<file path="config.mk">
export PLATFORM = sky130hd
export DESIGN_NAME = mixed_radix_factorizer_core_flat
export DESIGN_NICKNAME = d
export VERILOG_FILES = /design/src/hdl/mrf_pkg.sv /design/src/hdl/mrf_ifs.sv /design/src/hdl/mrf_div_unit.sv /design/src/hdl/mixed_radix_factorizer_core.sv /design/src/flat_wrapper.sv
export SDC_FILE = /design/constraint.sdc
export NUM_CORES = 1
export LEC_CHECK = 0
export ABC_AREA = 1
export BUFFER_PORTS_ARGS = -buffer_cell sky130_fd_sc_hd__buf_4
export CAP_MARGIN = 20
export CORE_UTILIZATION = 55
export DETAILED_ROUTE_END_ITERATION = 6
export PLACE_DENSITY_LB_ADDON = 0.12
export SLEW_MARGIN = 20
export SYNTH_ARGS = -nofsm -noshare
export SYNTH_HDL_FRONTEND = slang
export SYNTH_SLANG_ARGS = --single-unit
</file>
<file path="constraint.sdc">
create_clock -name clk_i -period 24.5 [get_ports clk_i]
set_input_delay 2.45 -clock clk_i [delete_from_list [all_inputs] [get_ports clk_i]]
set_output_delay 2.45 -clock clk_i [all_outputs]
set_load 0.005 [all_outputs]
</file>
<file path="src/hdl/mrf_pkg.sv">
package mrf_pkg;

  localparam int LENGTH_BITS = 24;
  localparam int RADIX_W     = 4;
  localparam int CNT_W       = 4;
  localparam int MAX_RESULTS = 16;
  localparam int EMIT_W      = $clog2(MAX_RESULTS);
  localparam int KIND_NUM    = 6;

  // Factor kinds in the order in which results leave the block.
  typedef enum logic [2:0] {
    K2 = 3'd0,
    K3 = 3'd1,
    K4 = 3'd2,
    K5 = 3'd3,
    K6 = 3'd4,
    K8 = 3'd5
  } kind_e;

  typedef struct packed {
    logic                   hit;
    logic [LENGTH_BITS-1:0] quot;
  } div_res_t;

  // Multiplicative inverse of an odd number modulo 2^LENGTH_BITS (Newton steps).
  function automatic logic [LENGTH_BITS-1:0] inv_odd(input int d);
    logic [LENGTH_BITS-1:0] x;
    logic [LENGTH_BITS-1:0] dd;
    dd = LENGTH_BITS'(d);
    x  = dd;
    for (int i = 0; i < 5; i++) begin
      x = x * (LENGTH_BITS'(2) - dd * x);
    end
    return x;
  endfunction

  localparam logic [LENGTH_BITS-1:0] INV3 = inv_odd(3);
  localparam logic [LENGTH_BITS-1:0] INV5 = inv_odd(5);
  localparam logic [LENGTH_BITS-1:0] LIM3 = LENGTH_BITS'({LENGTH_BITS{1'b1}} / 3);
  localparam logic [LENGTH_BITS-1:0] LIM5 = LENGTH_BITS'({LENGTH_BITS{1'b1}} / 5);

  function automatic logic [RADIX_W-1:0] radix_of(input kind_e k);
    logic [RADIX_W-1:0] r;
    unique case (k)
      K2:      r = RADIX_W'(2);
      K3:      r = RADIX_W'(3);
      K4:      r = RADIX_W'(4);
      K5:      r = RADIX_W'(5);
      K6:      r = RADIX_W'(6);
      K8:      r = RADIX_W'(8);
      default: r = '0;
    endcase
    return r;
  endfunction

  // Stripping order: sixes, one eight, fives, fours, threes, one two.
  function automatic kind_e next_stage(input kind_e k);
    kind_e n;
    unique case (k)
      K6:      n = K8;
      K8:      n = K5;
      K5:      n = K4;
      K4:      n = K3;
      K3:      n = K2;
      default: n = K2;
    endcase
    return n;
  endfunction

endpackage

</file>
<file path="src/hdl/mrf_ifs.sv">
interface mrf_len_if;
  logic                            valid;
  logic                            ready;
  logic [mrf_pkg::LENGTH_BITS-1:0] length_value;

  modport source (output valid, output length_value, input ready);
  modport sink   (input valid, input length_value, output ready);
endinterface

interface mrf_fac_if;
  logic                            valid;
  logic                            ready;
  logic [mrf_pkg::RADIX_W-1:0]     radix;
  logic                            last_factor;
  logic [mrf_pkg::LENGTH_BITS-1:0] leftover;

  modport source (output valid, output radix, output last_factor, output leftover,
                  input ready);
  modport sink   (input valid, input radix, input last_factor, input leftover,
                  output ready);
endinterface

</file>
<file path="src/hdl/mrf_div_unit.sv">
// Tests whether a value is divisible by one factor kind and gives the exact quotient.
// Odd factors use multiplication by the modular inverse: the product is the
// quotient exactly when it does not exceed (2^N - 1) / d.
module mrf_div_unit (
  input  logic [mrf_pkg::LENGTH_BITS-1:0] value_i,
  input  mrf_pkg::kind_e                  kind_i,
  output mrf_pkg::div_res_t               res_o
);

  logic [mrf_pkg::LENGTH_BITS-1:0] op;
  logic [mrf_pkg::LENGTH_BITS-1:0] inv;
  logic [mrf_pkg::LENGTH_BITS-1:0] prod;
  logic                            nonzero;

  assign op      = (kind_i == mrf_pkg::K6) ? (value_i >> 1) : value_i;
  assign inv     = (kind_i == mrf_pkg::K5) ? mrf_pkg::INV5 : mrf_pkg::INV3;
  assign prod    = op * inv;
  assign nonzero = (value_i != '0);

  always_comb begin
    unique case (kind_i)
      mrf_pkg::K2: begin
        res_o.hit  = nonzero && (value_i[0] == 1'b0);
        res_o.quot = value_i >> 1;
      end
      mrf_pkg::K4: begin
        res_o.hit  = nonzero && (value_i[1:0] == 2'b00);
        res_o.quot = value_i >> 2;
      end
      mrf_pkg::K8: begin
        res_o.hit  = nonzero && (value_i[2:0] == 3'b000);
        res_o.quot = value_i >> 3;
      end
      mrf_pkg::K3: begin
        res_o.hit  = nonzero && (prod <= mrf_pkg::LIM3);
        res_o.quot = prod;
      end
      mrf_pkg::K5: begin
        res_o.hit  = nonzero && (prod <= mrf_pkg::LIM5);
        res_o.quot = prod;
      end
      mrf_pkg::K6: begin
        res_o.hit  = nonzero && (value_i[0] == 1'b0) && (prod <= mrf_pkg::LIM3);
        res_o.quot = prod;
      end
      default: begin
        res_o.hit  = 1'b0;
        res_o.quot = value_i;
      end
    endcase
  end

endmodule

</file>
<file path="src/hdl/mixed_radix_factorizer_core.sv">
//  Channel   Direction  Transfer carries
//  len_if_i  in         length_value (24 bits)
//  fac_if_o  out        radix (4), last_factor (1), leftover (24)
//
//  A length is stripped stage by stage, one factor per hit, through the six
//  stripping stages, and its results then leave one per free output slot.
//  The shared divisibility unit, one test per cycle, sets the pace of stripping.
//  Reset is asynchronous and active low; it returns the block to idle with no result.
//  Results leave through an output register; a stalled result holds, and the
//  block stays busy until its last result is loaded into that register.
module mixed_radix_factorizer_core (
  input  logic            clk_i,
  input  logic            rst_ni,
  mrf_len_if.sink         len_if_i,
  mrf_fac_if.source       fac_if_o
);

  typedef enum logic [1:0] {
    ST_IDLE,
    ST_STRIP,
    ST_EMIT
  } state_e;

  state_e                            state_q;
  mrf_pkg::kind_e                    stage_q;
  logic [mrf_pkg::LENGTH_BITS-1:0]   val_q;
  logic [mrf_pkg::CNT_W-1:0]         cnt_q [mrf_pkg::KIND_NUM];
  logic [mrf_pkg::EMIT_W-1:0]        nemit_q;
  logic                              ov_q;
  logic [mrf_pkg::RADIX_W-1:0]       radix_q;
  logic                              last_q;
  logic [mrf_pkg::LENGTH_BITS-1:0]   left_q;

  mrf_pkg::div_res_t                 div_res;
  mrf_pkg::kind_e                    sel_kind;
  logic                              any_nz;
  logic                              more;
  logic                              out_free;

  // The single divisibility unit of the block: one divisibility test per cycle on the
  // running value, for the factor kind of the current stage.
  mrf_div_unit u_div (
    .value_i (val_q),
    .kind_i  (stage_q),
    .res_o   (div_res)
  );

  assign len_if_i.ready       = (state_q == ST_IDLE);
  assign fac_if_o.valid       = ov_q;
  assign fac_if_o.radix       = radix_q;
  assign fac_if_o.last_factor = last_q;
  assign fac_if_o.leftover    = left_q;

  assign out_free = !ov_q || fac_if_o.ready;

  // Pick the smallest factor kind that still has results to give, and find out
  // whether any result would follow the one picked.
  always_comb begin
    sel_kind = mrf_pkg::K2;
    any_nz   = 1'b0;
    for (int k = mrf_pkg::KIND_NUM - 1; k >= 0; k--) begin
      if (cnt_q[k] != '0) begin
        sel_kind = mrf_pkg::kind_e'(k);
        any_nz   = 1'b1;
      end
    end
    more = (cnt_q[sel_kind] > mrf_pkg::CNT_W'(1));
    for (int k = 0; k < mrf_pkg::KIND_NUM; k++) begin
      if ((cnt_q[k] != '0) && (mrf_pkg::kind_e'(k) != sel_kind)) begin
        more = 1'b1;
      end
    end
  end

  always_ff @(posedge clk_i or negedge rst_ni) begin
    if (!rst_ni) begin
      state_q <= ST_IDLE;
      stage_q <= mrf_pkg::K6;
      val_q   <= '0;
      nemit_q <= '0;
      ov_q    <= 1'b0;
      radix_q <= '0;
      last_q  <= 1'b0;
      left_q  <= '0;
      for (int k = 0; k < mrf_pkg::KIND_NUM; k++) begin
        cnt_q[k] <= '0;
      end
    end else begin
      // Outside the emit state a taken result simply empties the register;
      // the emit state refills or empties it on its own.
      if (ov_q && fac_if_o.ready && state_q != ST_EMIT) begin
        ov_q <= 1'b0;
      end
      unique case (state_q)
        ST_IDLE: begin
          if (len_if_i.valid) begin
            val_q   <= len_if_i.length_value;
            stage_q <= mrf_pkg::K6;
            state_q <= ST_STRIP;
            for (int k = 0; k < mrf_pkg::KIND_NUM; k++) begin
              cnt_q[k] <= '0;
            end
          end
        end
        ST_STRIP: begin
          // A hit strips one factor. The eight and the two are taken at most
          // once, so those stages move on right after a hit. A length of zero
          // never hits, which leaves all counts at zero.
          if (div_res.hit) begin
            val_q <= div_res.quot;
            if (cnt_q[stage_q] != {mrf_pkg::CNT_W{1'b1}}) begin
              cnt_q[stage_q] <= cnt_q[stage_q] + mrf_pkg::CNT_W'(1);
            end
          end
          if (!div_res.hit || stage_q == mrf_pkg::K8 || stage_q == mrf_pkg::K2) begin
            if (stage_q == mrf_pkg::K2) begin
              state_q <= ST_EMIT;
              nemit_q <= '0;
            end else begin
              stage_q <= mrf_pkg::next_stage(stage_q);
            end
          end
        end
        ST_EMIT: begin
          // One result per free slot in the output register. With no factor at
          // all a single result of radix zero closes the run.
          if (out_free) begin
            ov_q    <= 1'b1;
            left_q  <= val_q;
            nemit_q <= nemit_q + mrf_pkg::EMIT_W'(1);
            if (any_nz) begin
              radix_q         <= mrf_pkg::radix_of(sel_kind);
              cnt_q[sel_kind] <= cnt_q[sel_kind] - mrf_pkg::CNT_W'(1);
            end else begin
              radix_q <= '0;
            end
            if (!more || !any_nz || nemit_q == {mrf_pkg::EMIT_W{1'b1}}) begin
              last_q  <= 1'b1;
              state_q <= ST_IDLE;
            end else begin
              last_q  <= 1'b0;
            end
          end
        end
        default: begin
          state_q <= ST_IDLE;
        end
      endcase
    end
  end

endmodule

</file>
<file path="src/flat_wrapper.sv">
// flat-port wrapper written by rule: the top's interface ports become plain ports
module mixed_radix_factorizer_core_flat 
  (clk_i, rst_ni, len_if_i_valid, len_if_i_length_value, len_if_i_ready, fac_if_o_valid, fac_if_o_radix, fac_if_o_last_factor, fac_if_o_leftover, fac_if_o_ready);
  mrf_len_if len_if_i_i ();
  mrf_fac_if fac_if_o_i ();
  input  logic clk_i;
  input  logic rst_ni;
  input wire logic [$bits(len_if_i_i.valid)-1:0] len_if_i_valid;
  input wire logic [$bits(len_if_i_i.length_value)-1:0] len_if_i_length_value;
  output wire logic [$bits(len_if_i_i.ready)-1:0] len_if_i_ready;
  output wire logic [$bits(fac_if_o_i.valid)-1:0] fac_if_o_valid;
  output wire logic [$bits(fac_if_o_i.radix)-1:0] fac_if_o_radix;
  output wire logic [$bits(fac_if_o_i.last_factor)-1:0] fac_if_o_last_factor;
  output wire logic [$bits(fac_if_o_i.leftover)-1:0] fac_if_o_leftover;
  input wire logic [$bits(fac_if_o_i.ready)-1:0] fac_if_o_ready;
  assign len_if_i_i.valid = len_if_i_valid;
  assign len_if_i_i.length_value = len_if_i_length_value;
  assign len_if_i_ready = len_if_i_i.ready;
  assign fac_if_o_valid = fac_if_o_i.valid;
  assign fac_if_o_radix = fac_if_o_i.radix;
  assign fac_if_o_last_factor = fac_if_o_i.last_factor;
  assign fac_if_o_leftover = fac_if_o_i.leftover;
  assign fac_if_o_i.ready = fac_if_o_ready;
  mixed_radix_factorizer_core u_core (.clk_i(clk_i), .rst_ni(rst_ni), .len_if_i(len_if_i_i), .fac_if_o(fac_if_o_i));
endmodule
</file>
==> flow_metrics.py, run 1 <==
metrics = {
    "global_route": {
        "grt_start_max_net_pins": 56,
        "grt_pass1_wl_um": 65740,
        "gr-total-overflow": 0,
        "antenna_found_initial": 0,
        "grt_use_total_pct": 33.26,
        "grt_pass1_vias": 12390,
    },
    "timing": {
        "max-slew-margin-rel_pct": 35.85,
        "setup-tns-final_ps": 0,
        "fin_crit_sh_pct": 40.05,
        "drv_slew": 0,
        "tightest_slew_ps": 955.3,
        "clock_skew_ps": 17.26,
        "finalHoldViolCount": 0,
        "rsz0062_at_grt": "false",
        "setup_slack_ps": 14690,
        "setup_viol": 0,
        "fmax_ghz": 0.1019,
        "min_period_ps": 9812,
        "hold_slack_ps": 479.5,
    },
    "floorplanning": {
        "die_w_um": 159.6,
        "initial_core_util_pct": 56.16,
        "io_pins": 59,
        "dieArea_sq_mm": 0.02547,
        "core_area_sq_mm": 0.02432,
        "die_y_um": 159.6,
        "rows": 57,
    },
    "setup_path": {
        "ff2ff_setup_slack_ps": 14690,
        "path_common_cell": "inv_1",
        "worstPathArrival_ps": 10050,
        "end_kind": "register",
        "reg2reg_depth": 35,
        "required_ps": 24740,
        "r2r_end": "u_core.cnt_q[18]",
        "crit_buf_inv": 10,
        "cp_max_fo": 50,
        "critPathSlowestCell": "nand2_1",
        "crit_type": "reg2reg",
        "critPathTopFamily": "adder cells",
        "startpoint_type": "register",
        "r2r_start": "u_core.stage_q[2]",
        "slowest_delay_ps": 700,
    },
    "clock_tree": {
        "cts-hold-fix-buffers": 0,
        "cts_inserted_buffers": 9,
        "clockBufferDepth": 2,
        "htree_levels": 3,
        "cts_setup_buffers": 0,
        "clockRootBuffer": "clkbuf_16",
        "cts_resized": 0,
        "clock_latency_ps": 360,
        "clock_sinks": 87,
        "cts_tree": "yes",
        "clk_pin_slew_ps": 90,
    },
    "route": {
        "antenna_left": 0,
        "num_vias": 12640,
        "first_pass_iters": 7,
        "via_per_inst": 5.564,
        "drc": 17,
        "routed_wirelength_um": 41030,
        "dr.first_iter.drc_count": 1126,
        "wire_per_inst_um": 18.06,
    },
    "synth": {
        "synth-seq-cells": 87,
        "synth_flop_cell": "dfrtp_1",
        "synth.distinct_cells": 55,
        "synthMostInstantiatedCell": "inv_1",
        "synth_area_sq_mm": 0.01366,
        "synth.top_cells.by_count": "449 x inv_1, 444 x nand2_1, 145 x ha_1",
        "yosys_warnings": 0,
        "synth_area_per_cell_sq_um": 7.132,
        "synth_top_area_share_pct": 19.64,
        "synth_area_leader_cell": "fa_1",
        "syn_inst": 1915,
        "synth_area_leaders": "fa_1 20%, dfrtp_1 16%, ha_1 13%",
        "yosysSeqAreaShare_pct": 15.95,
        "synth_edf_count": 0,
        "async_flop_share_pct": 100.0,
    },
    "run": {
        "maxCapViolCount": 0,
    },
    "finish": {
        "layout-drive-gt1-share_pct": 6.109,
        "area_delta_synth_final_pct": 7.127,
        "fin_util_pct": 60.16,
        "nets": 2250,
        "n_antenna_cell": 0,
        "fillers": 2321,
    },
    "outcome": {
        "violations": "DRC",
        "run_status": "complete, but fails checks",
    },
    "hold_path": {
        "hold_path_class": "reg2reg",
        "hold_path.startpoint": "u_core.cnt_q[9]",
        "min_to": "u_core.cnt_q[9]",
        "min_path_cells": 2,
    },
    "placed_design": {
        "pre_cts_slack_ps": 14880,
        "place.port_buffers": 58,
        "dp_hpwl_um": 33830,
        "gp_congestion": 0.9686,
    },
}
==> cell usage in the layout, fill, tap and decap left out, types with 7 or more instances in the layout <==
cell / n
a21oi_1: 101
buf_4: 80
clkbuf_16: 9
conb_1: 8
dfrtp_1: 86
fa_1: 134
ha_1: 145
inv_1: 449
nand2_1: 444
nand3_1: 119
nand4_1: 18
nor2_1: 87
nor3_1: 8
nor4_1: 7
o211ai_1: 14
o21ai_0: 104
o221ai_1: 15
o22ai_1: 20
xnor2_1: 7
xor2_1: 11
==> flip-flops by register name, indices dropped and copies added, names as in the netlist <==
signal                       count
u_core.cnt_q                    24
u_core.fac_if_o.last_factor      1
u_core.fac_if_o.leftover        24
u_core.fac_if_o.radix            4
u_core.fac_if_o.valid            1
u_core.nemit_q                   4
u_core.stage_q                   3
u_core.state_q                   2
u_core.val_q                    24
==> stage by stage <==
step | cell area [sq um] | cells
global route | 14630 | 2272
CTS | 14630 | 2272
finish | 14630 | 2272
floorplan | 13680 | 1921
global placement | 14330 | 2256
detailed placement | 14330 | 2256
==> cells by family after synthesis <==
group	after synthesis	share of synthesized area (%)
buf+inv	522	15.12
fa+ha+maj	279	32.92
compound gates	303	13.04
other cells	2	0.05499
flops	87	15.95
simple gates	703	21.64
xor+xnor	19	1.273
==> cell type report <==
type / instances / area, sq um / share of cell area (%)
clock buffer: 9 / 225.2 / 1.539
clock inverter: 7 / 75.07 / 0.5131
inverter: 453 / 1700 / 11.62
multi-input combinational: 1312 / 9447 / 64.56
sequential: 87 / 2178 / 14.89
tap: 324 / 405.4 / 2.771
timing repair buffer: 80 / 600.6 / 4.105
==> worst max-delay path by stage <==
| stage | start | endpoint | slack [ps] | cells after the start |
|---|---|---|---|---|
| after floorplan | u_core.stage_q[2] | u_core.cnt_q[14] | 16560 | 39 |
| after global placement | u_core.stage_q[0] | u_core.cnt_q[19] | 14610 | 35 |
| after detailed placement | u_core.stage_q[2] | u_core.cnt_q[5] | 14880 | 35 |
| after CTS | u_core.stage_q[2] | u_core.cnt_q[5] | 14810 | 35 |
| after global routing | u_core.stage_q[2] | u_core.cnt_q[21] | 14180 | 35 |
| final | u_core.stage_q[2] | u_core.cnt_q[18] | 14690 | 35 |
==> worst reg2reg max path: cells and delay by family (launching register included) <==
family,cells,cell delay [ps]
xor+xnor,1,350
flops,1,670
fa+ha+maj,8,4010
simple gates,15,3350
compound gates,1,60
buf+inv,10,1270
==> metal layers <==
layer	vias to the layer above	track usage, %	routed length [um]
li1	6056	-	-
met1	5963	43.27	16930
met2	539	55.52	19370
met3	84	5.079	3259
met4	0	13.20	1474
met5	-	0	0
Power of run 1 is not shown: default switching activity piles up to over one toggle a cycle in this logic, so the estimate is an artifact.
==> inputs of run 2 (changes only) <==
==> constraint.sdc (replaced) <==
create_clock -name clk_i -period 9 [get_ports clk_i]
set_input_delay 0.9 -clock clk_i [delete_from_list [all_inputs] [get_ports clk_i]]
set_output_delay 0.9 -clock clk_i [all_outputs]
set_load 0.005 [all_outputs]
==> flow_metrics.py, run 2 (synthesis results as in run 1) <==
metrics = {
    "timing": {
        "setup_viol": 0,
        "min_period_ps": 8471,
        "clock_skew_ps": 7.982,
        "finalHoldViolCount": 0,
        "tightest_slew_ps": 927.2,
        "drv_slew": 0,
        "fmax_ghz": 0.1181,
        "hold_slack_ps": 477.2,
        "fin_crit_sh_pct": 94.12,
        "max-slew-margin-rel_pct": 37.74,
    },
    "route": {
        "num_vias": 12740,
        "routed_wirelength_um": 42520,
        "first_pass_iters": 6,
        "dr.first_iter.drc_count": 1273,
        "drc": 0,
        "wire_per_inst_um": 18.59,
        "via_per_inst": 5.571,
        "antenna_left": 0,
    },
    "setup_path": {
        "cp_max_fo": 33,
        "startpoint_type": "register",
        "critPathCapture": "u_core.val_q[9]",
        "slowest_delay_ps": 540,
        "end_kind": "register",
        "r2r_end": "u_core.val_q[9]",
        "critPathSlowestCell": "fa_1",
        "r2r_start": "u_core.stage_q[1]",
        "required_ps": 9240,
        "critPathLaunch": "u_core.stage_q[1]",
        "worstPathArrival_ps": 8710,
        "ff2ff_setup_slack_ps": 530,
        "crit_buf_inv": 8,
        "critPathTopFamily": "adder cells",
        "reg2reg_depth": 40,
        "critical_path_cell_count": 40,
        "crit_type": "reg2reg",
    },
    "global_route": {
        "grt_pass1_vias": 12350,
        "grt_pass1_wl_um": 68530,
        "grt_start_max_net_pins": 58,
        "antenna_found_initial": 0,
        "gr-total-overflow": 0,
        "grt_use_total_pct": 34.63,
    },
    "floorplanning": {
        "initial_core_util_pct": 56.16,
        "rows": 57,
        "die_w_um": 159.6,
        "io_pins": 59,
        "core_area_sq_mm": 0.02432,
        "die_y_um": 159.6,
        "dieArea_sq_mm": 0.02547,
    },
    "clock_tree": {
        "htree_levels": 3,
        "clk_pin_slew_ps": 80,
        "clock_latency_ps": 350,
        "cts_tree": "yes",
        "clock_sinks": 87,
        "clockRootBuffer": "clkbuf_16",
        "clockBufferDepth": 2,
        "cts_inserted_buffers": 9,
    },
    "finish": {
        "final_common_cell": "inv_1",
        "final_cell_mix": "449 x inv_1, 444 x nand2_1, 145 x ha_1",
        "nets": 2265,
        "fin_area_sq_mm": 0.01479,
        "layout-drive-gt1-share_pct": 6.877,
        "area_delta_synth_final_pct": 8.290,
        "n_antenna_cell": 0,
        "fin_util_pct": 60.82,
    },
    "run": {
        "maxCapViolCount": 0,
    },
    "placed_design": {
        "gp_congestion": 0.9468,
        "place.port_buffers": 58,
        "dpl_cell_area_sq_mm": 0.01444,
        "dp_hpwl_um": 35480,
    },
    "hold_path": {
        "hold_path_class": "in2async",
    },
    "outcome": {
        "run_status": "finished, final reports clean",
    },
}
-- run 2: changes by cell type in the layout (fill, tap and decap cells not counted), sizes merged --
cell      previous run  this run
buf                 80        95
clkinv               5         8
inv                454       452
clkinvlp             1         0
-- run 2: layout make-up --
class                           instances  area [sq um]
Clock buffer                            9         225.2
Clock inverter                          7         78.83
Fill cell                            2319          9529
Inverter                              453          1700
Multi-Input combinational cell       1312          9480
Sequential cell                        87          2180
Tap cell                              324         405.4
Timing Repair Buffer                   95         720.7
-- run 2: worst min path at each step --
stage | depth (start not counted) | from | slack [ps] | endpoint
2_1_floorplan | 2 | u_core.cnt_q[5] | 440 | u_core.cnt_q[5]
3_3_place_gp | 2 | u_core.cnt_q[9] | 460 | u_core.cnt_q[9]
3_5_place_dp | 2 | u_core.cnt_q[9] | 470 | u_core.cnt_q[9]
4_1_cts | 2 | u_core.cnt_q[9] | 480 | u_core.cnt_q[9]
5_1_grt | 2 | u_core.fac_if_o.radix[1] | 500 | u_core.fac_if_o.radix[1]
6_report | 1 | rst_ni | 480 | u_core.cnt_q[3]
-- run 2: metrics by stage --
stage,setup TNS [ps],cells,setup slack [ps]
after detailed placement,0,2270,341.2
after global routing,-13.22,2287,-6.562
after floorplan,0,1921,1062
after CTS,0,2286,285.8
final,0,2287,529.0
after global placement,0,2270,461.7
-- run 2: worst reg2reg max path: cells and delay by family (launching register included) --
family,cells,cell delay [ps]
buf+inv,8,600
compound gates,5,1010
flops,1,510
fa+ha+maj,8,3320
simple gates,19,2930
-- run 2: per-layer routing --
| layer | track usage, % | wire (um) | vias to the layer above |
|---|---|---|---|
| li1 | - | - | 6094 |
| met1 | 47.84 | 18310 | 6063 |
| met2 | 56.99 | 19940 | 492 |
| met3 | 2.891 | 2691 | 91 |
| met4 | 12.37 | 1581 | 0 |
| met5 | 0 | 0 | - |
-- run 2: timing repair --
item | 4_1_cts | 5_1_grt
buffers inserted | 0 | 1
resized for setup | 0 | 7
endpoints found under the setup margin | 0 | 48
hold buffers | 0 | 0
Power of run 2 is left out for the same reason.
==> inputs of run 3 (changes only) <==
--- a/config.mk
+++ b/config.mk
@@ -8,10 +8,9 @@
 export ABC_AREA = 1
 export BUFFER_PORTS_ARGS = -buffer_cell sky130_fd_sc_hd__buf_4
 export CAP_MARGIN = 20
-export CORE_UTILIZATION = 55
+export CORE_UTILIZATION = 47
 export DETAILED_ROUTE_END_ITERATION = 6
 export PLACE_DENSITY_LB_ADDON = 0.12
-export SLEW_MARGIN = 20
 export SYNTH_ARGS = -nofsm -noshare
 export SYNTH_HDL_FRONTEND = slang
 export SYNTH_SLANG_ARGS = --single-unit
==> flow_metrics.py, run 3 (synthesis results as in run 1) <==
metrics = {
    "outcome": {
        "run_status": "finished, final reports clean",
    },
    "timing": {
        "tightest_slew_ps": 1011,
        "setup-tns-final_ps": 0,
        "fin_crit_sh_pct": 94.70,
        "fmax_ghz": 0.1173,
        "min_period_ps": 8523,
        "setup_viol": 0,
        "clock_skew_ps": 9.374,
        "max-slew-margin-rel_pct": 31.99,
        "rsz0062_at_grt": "false",
        "finalHoldViolCount": 0,
        "drv_slew": 0,
    },
    "finish": {
        "area_delta_synth_final_pct": 8.648,
        "fillers": 2895,
        "n_antenna_cell": 0,
        "nets": 2264,
        "final_common_cell": "inv_1",
        "regArea_sq_mm": 0.002178,
        "multi_input_area_sq_mm": 0.009459,
        "final_cell_mix": "449 x inv_1, 443 x nand2_1, 145 x ha_1",
        "layout-drive-gt1-share_pct": 6.830,
    },
    "clock_tree": {
        "clock_latency_ps": 360,
        "clock_sinks": 87,
        "cts_setup_buffers": 0,
        "clk_pin_slew_ps": 70,
        "cts_tree": "yes",
        "htree_levels": 3,
        "clockBufferDepth": 2,
        "clockRootBuffer": "clkbuf_16",
        "cts_inserted_buffers": 9,
    },
    "global_route": {
        "grt_pass1_wl_um": 66690,
        "antenna_found_initial": 0,
        "grt_pass1_vias": 12640,
        "grt_use_total_pct": 29.50,
        "gr-total-overflow": 0,
        "grt_start_max_net_pins": 56,
    },
    "setup_path": {
        "crit_type": "reg2reg",
        "startpoint_type": "register",
        "end_kind": "register",
        "cp_max_fo": 25,
        "worstPathArrival_ps": 8820,
        "reg2reg_depth": 35,
        "path_common_cell": "inv_1",
        "slowest_delay_ps": 670,
        "critPathSlowestCell": "dfstp_2",
        "required_ps": 9300,
    },
    "hold_path": {
        "min_path_cells": 2,
        "hold_path_class": "reg2reg",
    },
    "floorplanning": {
        "initial_core_util_pct": 47.71,
        "io_pins": 59,
        "core_area_sq_mm": 0.02863,
        "die_w_um": 172.5,
        "dieArea_sq_mm": 0.02975,
        "die_y_um": 172.5,
        "rows": 62,
    },
    "placed_design": {
        "dp_hpwl_um": 34280,
        "gp_congestion": 0.9579,
        "place.port_buffers": 58,
    },
    "route": {
        "first_pass_iters": 5,
        "drc": 0,
        "dr.first_iter.drc_count": 1068,
        "num_vias": 12620,
        "antenna_left": 0,
        "via_per_inst": 5.378,
        "routed_wirelength_um": 41480,
        "wire_per_inst_um": 17.68,
    },
    "run": {
        "maxCapViolCount": 0,
    },
}
-- run 3: changes by cell type in the layout (fill, tap and decap cells not counted), moves of 2 or more --
cell,before,now
buf_6,2,0
clkinv_8,2,0
buf_4,93,91
inv_6,1,3
clkinv_4,3,0
-- run 3: path summary, 6_finish.rpt --
path,from,to,slack [ps]
min in group asynchronous,rst_ni,u_core.fac_if_o.leftover[19],500
worst max-delay path,u_core.stage_q[2],u_core.cnt_q[14],480
max in group asynchronous,rst_ni,u_core.val_q[3],7390
worst min-delay path,u_core.fac_if_o.leftover[17],u_core.fac_if_o.leftover[17],490
worst max register to register,u_core.stage_q[2],u_core.cnt_q[14],480
worst min register to register,u_core.fac_if_o.leftover[17],u_core.fac_if_o.leftover[17],490
-- run 3: cell type report --
class                           count  area share [%]
Multi-Input combinational cell   1312           63.74
Sequential cell                    87           14.68
Inverter                          453           11.46
Timing Repair Buffer               94           4.890
Tap cell                          384           3.238
Clock buffer                       10           1.610
Clock inverter                      6          0.3794
-- run 3: repair_timing --
item	CTS	global route
endpoints found under the setup margin	0	48
hold endpoints to repair	0	0
hold buffers	0	0
resized for setup	0	2
-- run 3: metrics by stage --
stage / setup slack [ps] / hold slack, ps / util (%) / area (sq um) / cells
finish: 477.3 / 486.1 / 51.84 / 14840 / 2346
global route: 15.51 / 506.8 / 51.84 / 14840 / 2346
floorplan: 1062 / 441.9 / - / 13680 / 1921
CTS: 32.28 / 488.5 / 51.73 / 14810 / 2344
detailed placement: 66.39 / 474.0 / 50.70 / 14510 / 2328
global placement: 165.8 / 456.8 / 50.70 / 14510 / 2328
-- run 3: worst max-delay path: cells and delay by family (launching register included) --
kind | cells | cell delay (ps)
AOI/OAI and AO/OA | 2 | 490
xor gates and xnor gates | 1 | 300
adders and majority gates | 8 | 3950
buffers and inverters | 10 | 1170
DFF | 1 | 670
and+or+nand+nor | 14 | 1870
-- run 3: per-layer routing --
layer	global-route usage, %	share of wire [%]
met2	49.63	47
met4	10.85	3.5
met3	2.907	6.2
met1	39.20	44
met5	0	0
Power of run 3 is left out for the same reason.
